**src/hw/rtl/three_segment_log_path_loss_assert.svh**
```systemverilog
// assertion macros for the path loss block
`ifndef THREE_SEGMENT_LOG_PATH_LOSS_ASSERT_SVH
`define THREE_SEGMENT_LOG_PATH_LOSS_ASSERT_SVH
`ifndef SYNTH
`define TSLPL_ASSERT_IMP(lbl, clk, rst_n, ante, cons) \
  lbl: assert property (@(posedge clk) disable iff (!rst_n) (ante) |-> (cons)) \
    else $error("tslpl assertion failed");
`define TSLPL_ASSERT_NXT(lbl, clk, rst_n, ante, cons) \
  lbl: assert property (@(posedge clk) disable iff (!rst_n) (ante) |=> (cons)) \
    else $error("tslpl assertion failed");
`else
`define TSLPL_ASSERT_IMP(lbl, clk, rst_n, ante, cons)
`define TSLPL_ASSERT_NXT(lbl, clk, rst_n, ante, cons)
`endif
`endif

```
**src/hw/rtl/tslpl_pkg.sv**
```systemverilog
`default_nettype none
package tslpl_pkg;

  localparam int DISTANCE_WIDTH = 24;
  localparam int LOG_TABLE_DEPTH = 64;

  localparam int TX_W = 16;
  localparam int BRK_W = 24;
  localparam int EXP_W = 12;
  localparam int REF_W = 16;
  localparam int CFG_W = 24;
  localparam int CFG_IDX_W = 3;

  localparam int FRAC_Q = 16;
  localparam int TEN_LOG10_TWO_Q16 = 197283;
  localparam int K_W = $clog2(TEN_LOG10_TWO_Q16 + 1);
  localparam int POS_W = $clog2(DISTANCE_WIDTH);
  localparam int IDX_W = $clog2(LOG_TABLE_DEPTH + 1);
  localparam int ENTRY_W = FRAC_Q + 1;
  localparam int LOG_W = $clog2(DISTANCE_WIDTH + 1) + FRAC_Q;
  localparam int DIFF_W = LOG_W + 1;
  localparam int EK_W = EXP_W + K_W;
  localparam int TERM_W = EK_W + 1 + DIFF_W;
  localparam int SUM_W = TERM_W + 2;
  localparam int LOSS_SHIFT = 32;
  localparam int LOSS_W = SUM_W - LOSS_SHIFT;
  localparam int RX_W = LOSS_W + 1;

  localparam int LOG_LAT = 3;
  localparam int OUT_LAT = 8;
  localparam int PIPE_D = OUT_LAT - 1;

  localparam logic [BRK_W-1:0] BREAK_NEAR_RST = BRK_W'(256);
  localparam logic [BRK_W-1:0] BREAK_MIDDLE_RST = BRK_W'(51200);
  localparam logic [BRK_W-1:0] BREAK_FAR_RST = BRK_W'(128000);
  localparam logic [EXP_W-1:0] EXP_NEAR_RST = EXP_W'(486);
  localparam logic [EXP_W-1:0] EXP_MIDDLE_RST = EXP_W'(973);
  localparam logic [EXP_W-1:0] EXP_FAR_RST = EXP_W'(973);
  localparam logic [REF_W-1:0] REF_LOSS_RST = REF_W'(11949);

  localparam logic signed [TX_W-1:0] TX_POS_MAX = {1'b0, {(TX_W-1){1'b1}}};
  localparam logic signed [TX_W-1:0] TX_NEG_MIN = {1'b1, {(TX_W-1){1'b0}}};

  typedef enum logic [1:0] {
    SEG_NONE   = 2'd0,
    SEG_NEAR   = 2'd1,
    SEG_MIDDLE = 2'd2,
    SEG_FAR    = 2'd3
  } seg_t;

  typedef enum logic [CFG_IDX_W-1:0] {
    REG_BREAK_NEAR      = 3'd0,
    REG_BREAK_MIDDLE    = 3'd1,
    REG_BREAK_FAR       = 3'd2,
    REG_EXPONENT_NEAR   = 3'd3,
    REG_EXPONENT_MIDDLE = 3'd4,
    REG_EXPONENT_FAR    = 3'd5,
    REG_REFERENCE_LOSS  = 3'd6
  } reg_idx_t;

  typedef struct packed {
    logic [LOG_W-1:0] span;
    logic [LOG_W-1:0] near;
    logic [LOG_W-1:0] middle;
    logic [LOG_W-1:0] far;
  } log_set_t;

  typedef struct packed {
    logic [EXP_W-1:0] exp_near;
    logic [EXP_W-1:0] exp_middle;
    logic [EXP_W-1:0] exp_far;
    logic [REF_W-1:0] ref_loss;
  } loss_cfg_t;

  typedef logic [ENTRY_W-1:0] log_tab_t [LOG_TABLE_DEPTH+1];

  // log2(1 + i/depth) in q16, squaring method
  function automatic log_tab_t log_tab_build();
    log_tab_t tab;
    longint unsigned y;
    logic [ENTRY_W-1:0] r;
    for (int i = 0; i <= LOG_TABLE_DEPTH; i++) begin
      if (i == LOG_TABLE_DEPTH) begin
        tab[i] = ENTRY_W'(1) << FRAC_Q;
      end else begin
        y = (64'(LOG_TABLE_DEPTH + i) << 30) / 64'(LOG_TABLE_DEPTH);
        r = '0;
        for (int k = 0; k < FRAC_Q; k++) begin
          y = (y * y) >> 30;
          r = r << 1;
          if (y >= (64'd1 << 31)) begin
            r[0] = 1'b1;
            y = y >> 1;
          end
        end
        tab[i] = r;
      end
    end
    return tab;
  endfunction

  localparam log_tab_t LOG_TAB = log_tab_build();

endpackage
`default_nettype wire

```
**src/hw/rtl/tslpl_log2.sv**
```systemverilog
`default_nettype none
module tslpl_log2 (
  input  logic                             clk,
  input  logic [tslpl_pkg::DISTANCE_WIDTH-1:0] x,
  output logic [tslpl_pkg::LOG_W-1:0]      log_q
);
  import tslpl_pkg::*;

  localparam int W = DISTANCE_WIDTH;
  localparam int PROD_W = W - 1 + IDX_W;

  logic [W-1:0]       x_r;
  logic [POS_W-1:0]   pos_nxt;
  logic [POS_W-1:0]   pos_r;
  logic [POS_W-1:0]   pos2_r;
  logic [POS_W-1:0]   shamt;
  logic [W-1:0]       shifted;
  logic [W-2:0]       frac_nxt;
  logic [W-2:0]       frac_r;
  logic [PROD_W-1:0]  prod;
  logic [IDX_W-1:0]   idx;
  logic [LOG_W-1:0]   log_nxt;
  logic [LOG_W-1:0]   log_r;

  // leading one
  always_comb begin
    pos_nxt = '0;
    for (int i = 1; i < W; i++) begin
      if (x[i]) begin
        pos_nxt = POS_W'(i);
      end
    end
  end

  // left align the bits below the leading one
  always_comb begin
    shamt = POS_W'(W - 1) - pos_r;
    shifted = x_r << shamt;
    frac_nxt = shifted[W-2:0];
  end

  // rounded table index, then integer part plus table entry
  always_comb begin
    prod = PROD_W'(frac_r) * PROD_W'(LOG_TABLE_DEPTH) + (PROD_W'(1) << (W - 2));
    idx = prod[PROD_W-1:W-1];
    log_nxt = LOG_W'({pos2_r, {FRAC_Q{1'b0}}}) + LOG_W'(LOG_TAB[idx]);
  end

  always_ff @(posedge clk) begin
    x_r <= x;
    pos_r <= pos_nxt;
    frac_r <= frac_nxt;
    pos2_r <= pos_r;
    log_r <= log_nxt;
  end

  assign log_q = log_r;

endmodule
`default_nettype wire

```
**config.mk**
```make
export PLATFORM = sky130hd
export DESIGN_NAME = tslpl_log2
export DESIGN_NICKNAME = d
export VERILOG_FILES = /design/src/hw/rtl/three_segment_log_path_loss_assert.svh /design/src/hw/rtl/tslpl_pkg.sv /design/src/hw/rtl/tslpl_log2.sv
export SDC_FILE = /design/constraint.sdc
export NUM_CORES = 1
export LEC_CHECK = 0
export BUFFER_PORTS_ARGS = -buffer_cell sky130_fd_sc_hd__buf_2
export CAP_MARGIN = 20
export CORE_AREA = 2 2 109 138
export CTS_CLUSTER_DIAMETER = 50
export DETAILED_ROUTE_END_ITERATION = 10
export DIE_AREA = 0 0 111 140
export GPL_TIMING_DRIVEN = 0
export PLACE_DENSITY = 0.51
export SLEW_MARGIN = 15
export SYNTH_ARGS = -nofsm -noshare
export SYNTH_HDL_FRONTEND = slang
export SYNTH_SLANG_ARGS = --single-unit
```
**constraint.sdc**
```tcl
create_clock -name clk -period 6.35 [get_ports clk]
set_input_delay 0.635 -clock clk [delete_from_list [all_inputs] [get_ports clk]]
set_output_delay 0.635 -clock clk [all_outputs]
set_load 0.005 [all_outputs]
```
==> run summary <==
total grt overflow: 0
post_cts resized: 0
routed length per instance: 19.59 um
Clock Skew: 0.01115 ns
clock root buffer: clkbuf_16
Crit-path slowest cell: dfxtp_1
detailed placement HPWL: 10690 um
Slew Limit Fails: 0
antenna viol nets, final: 0
Clk pwr share: 0.320
Seq pwr share: 0.256
type of the worst setup path: reg -> reg
Seq cells post-synth: 61
crit path max fanout: 13
Main synth FF type: dfxtp_1
outcome: finished clean
post-synthesis sequential area ratio: 0.2912
dpl cells: 720
Comb pwr share: 0.424
footprint of the multi-input gates: 2705 um^2
Final GP Congestion: 0.9771
final hold violations: 0
via density per instance: 5.788
Syn Inst Count: 497
Clock Tree Buf Depth: 2
first-pass GRT wire length: 22580 um
switching share of power: 0.3819
die height: 140 um
pre-CTS WS: 2.846 ns
Tightest Pin Transition: 0.9422 ns
Power per Cell Area: 370.4 nW/um^2
area growth from synthesis to layout: 19.24%
Hold Crit Class: reg -> reg
Final Setup Violations: 0
largest vdd supply drop: 173.1 uV
Async S/R FF share, synth: 0
Worst EP arrival: 3.76 ns
Fill cells: 1447
CP endpoint kind: register
post-route insts no fill: 736
sequence of cells on the critical path: ha_1 -> xor2_1 -> buf_2 -> ha_1 -> clkbuf_1 -> inv_1 -> ha_1 -> nand2_1 -> a21oi_1 -> a311oi_1 -> a311oi_1
drt pass-1 iters: 5
final core occ: 0.3531
Worst EP required: 6.56 ns
DRC violations left: 0
CTS Buf Count: 9
Slew headroom: 0.3674
syn_nets: 540
max cap viols: 0
commonest non-fill, non-tap cells in the layout: buf_2, dfxtp_1, nand2_1
RSZ-0062 raised after global routing: no
Synth warnings: 0
P_leak: 2.041 nW
Clock transition at path regs: 0.06 ns
Yosys cell types: 62
diode count: 0
FP Rows: 49
total core area: 14160 um^2
TNS Setup: 0 ns
CP peak stage delay: 0.46 ns
TritonCTS clock tree: done
share of layout cells above drive strength 1: 0.2043
Starting Density: 0.2961
worst setup margin: 2.800 ns
Num Clock Sinks: 61
Most Frequent Cell on Critical Path: ha_1
clk_lat worst skew: 0.34 ns
final net count: 596
PortBufs: 45
Startpoint Class: register
die extent in x: 111 um
post-CTS setup buffer count: 0
via count: 4260
final WL: 14420 um
Final period util: 0.5591
antenna violations before repair: 0
vias in the first global route: 4270
Switch Pwr: 707.4 uW
Internal Power: 1.145 mW
Ports: 46
initial drt markers: 325
post-synth design cell area: 4194 um^2
Final min period: 3.550 ns
FF/Latch Area: 1221 um^2
H-tree Lvls: 3
pin count of the biggest net entering global routing: 14
max frequency: 281.7 MHz
synthesized area per cell: 8.439 um^2
DIE AREA: 15540 um^2
Hold-fix buffers, CTS: 0
EDFF count, synth: 0
All-Layer GR Usage: 0.1841
layer usage:
metal  vias to the layer above  track usage  share of wire
met5                         -            0              0
met4                         0       0.1408          0.070
met3                        72      0.03289          0.069
met2                       257       0.3303           0.51
met1                      1966       0.1896           0.35
li1                       1965            -              -
through the flow:
stage	hold WS [ns]	total power, mW	cell area (um^2)
2_1_floorplan	0.3258	0.9909	4194
3_3_place_gp	0.3379	1.264	4642
3_5_place_dp	0.3316	1.246	4642
4_1_cts	0.3448	1.844	5001
5_1_grt	0.3502	1.936	5001
6_report	0.3441	1.852	5001
critical path, delay by kind of cell (launching register included):
family / cells / cell delay (ns)
simple gates: 1 / 0.06
buf+inv: 3 / 0.95
compound gates: 3 / 0.72
fa+ha+maj: 3 / 1.03
xor+xnor: 1 / 0.20
flops: 1 / 0.46
final cells by class:
class	count	share of cell area
plain buffers	40	0.04153
clock buffers	11	0.05054
clock inverters	5	0.02127
inverters	16	0.01201
multi-input cells	380	0.5409
flip-flops and latches	61	0.2442
well taps	178	0.04453
repair buffers	45	0.04503
cell usage after synthesis (7+ instances only):
cell type  number  share of area
dfxtp_1        61           0.29
nand2_1        55          0.049
a21oi_1        45          0.054
nor2_1         45          0.040
o21ai_0        21          0.025
mux2i_1        20          0.048
ha_1           18          0.054
a211oi_1       16          0.029
buf_2          16          0.019
clkbuf_1       15          0.013
inv_1          15          0.013
o211ai_1       15          0.027
nand3_1        14          0.017
mux4_2         11          0.059
nor3_1          9          0.011
mux2_2          8          0.021
o22ai_1         8          0.012
nor4_1          7          0.010
cells by family (layout without fill, tap and decap cells):
logic type	Yosys count	count (layout)	share of synthesized area
flip-flops	61	61	0.2912
buffers and inverters	56	117	0.06384
AND/OR/NAND/NOR	149	149	0.1635
multiplexers	39	39	0.1283
AO/OA/AOI/OAI	161	161	0.2598
adder cells (fa/ha/maj)	18	18	0.05370
XOR/XNOR	13	13	0.03968
path summary, 6_finish.rpt:
check | start | cells after the start | slack (ns) | end
hold / removal | pos_r[0] | 0 | 0.34 | pos2_r[0]
setup reg to reg | frac_r[16] | 11 | 2.80 | log_q[9]
hold reg to reg | pos_r[0] | 0 | 0.34 | pos2_r[0]
setup / recovery | frac_r[16] | 11 | 2.80 | log_q[9]
state kept, by name, summed over array words and instances (netlist names):
signal,flops
frac_r,7
pos_r,5
log_q,21
x_r,23
pos2_r,5
power groups by stage:
stage	Clock (mW)	Combinational, mW	Sequential (mW)
after detailed placement	0	0.762	0.484
after global routing	0.615	0.841	0.480
final	0.592	0.786	0.474
after CTS	0.601	0.768	0.476
after global placement	0	0.780	0.484
after floorplan	0	0.503	0.488
(Power assumes the default switching activity.)
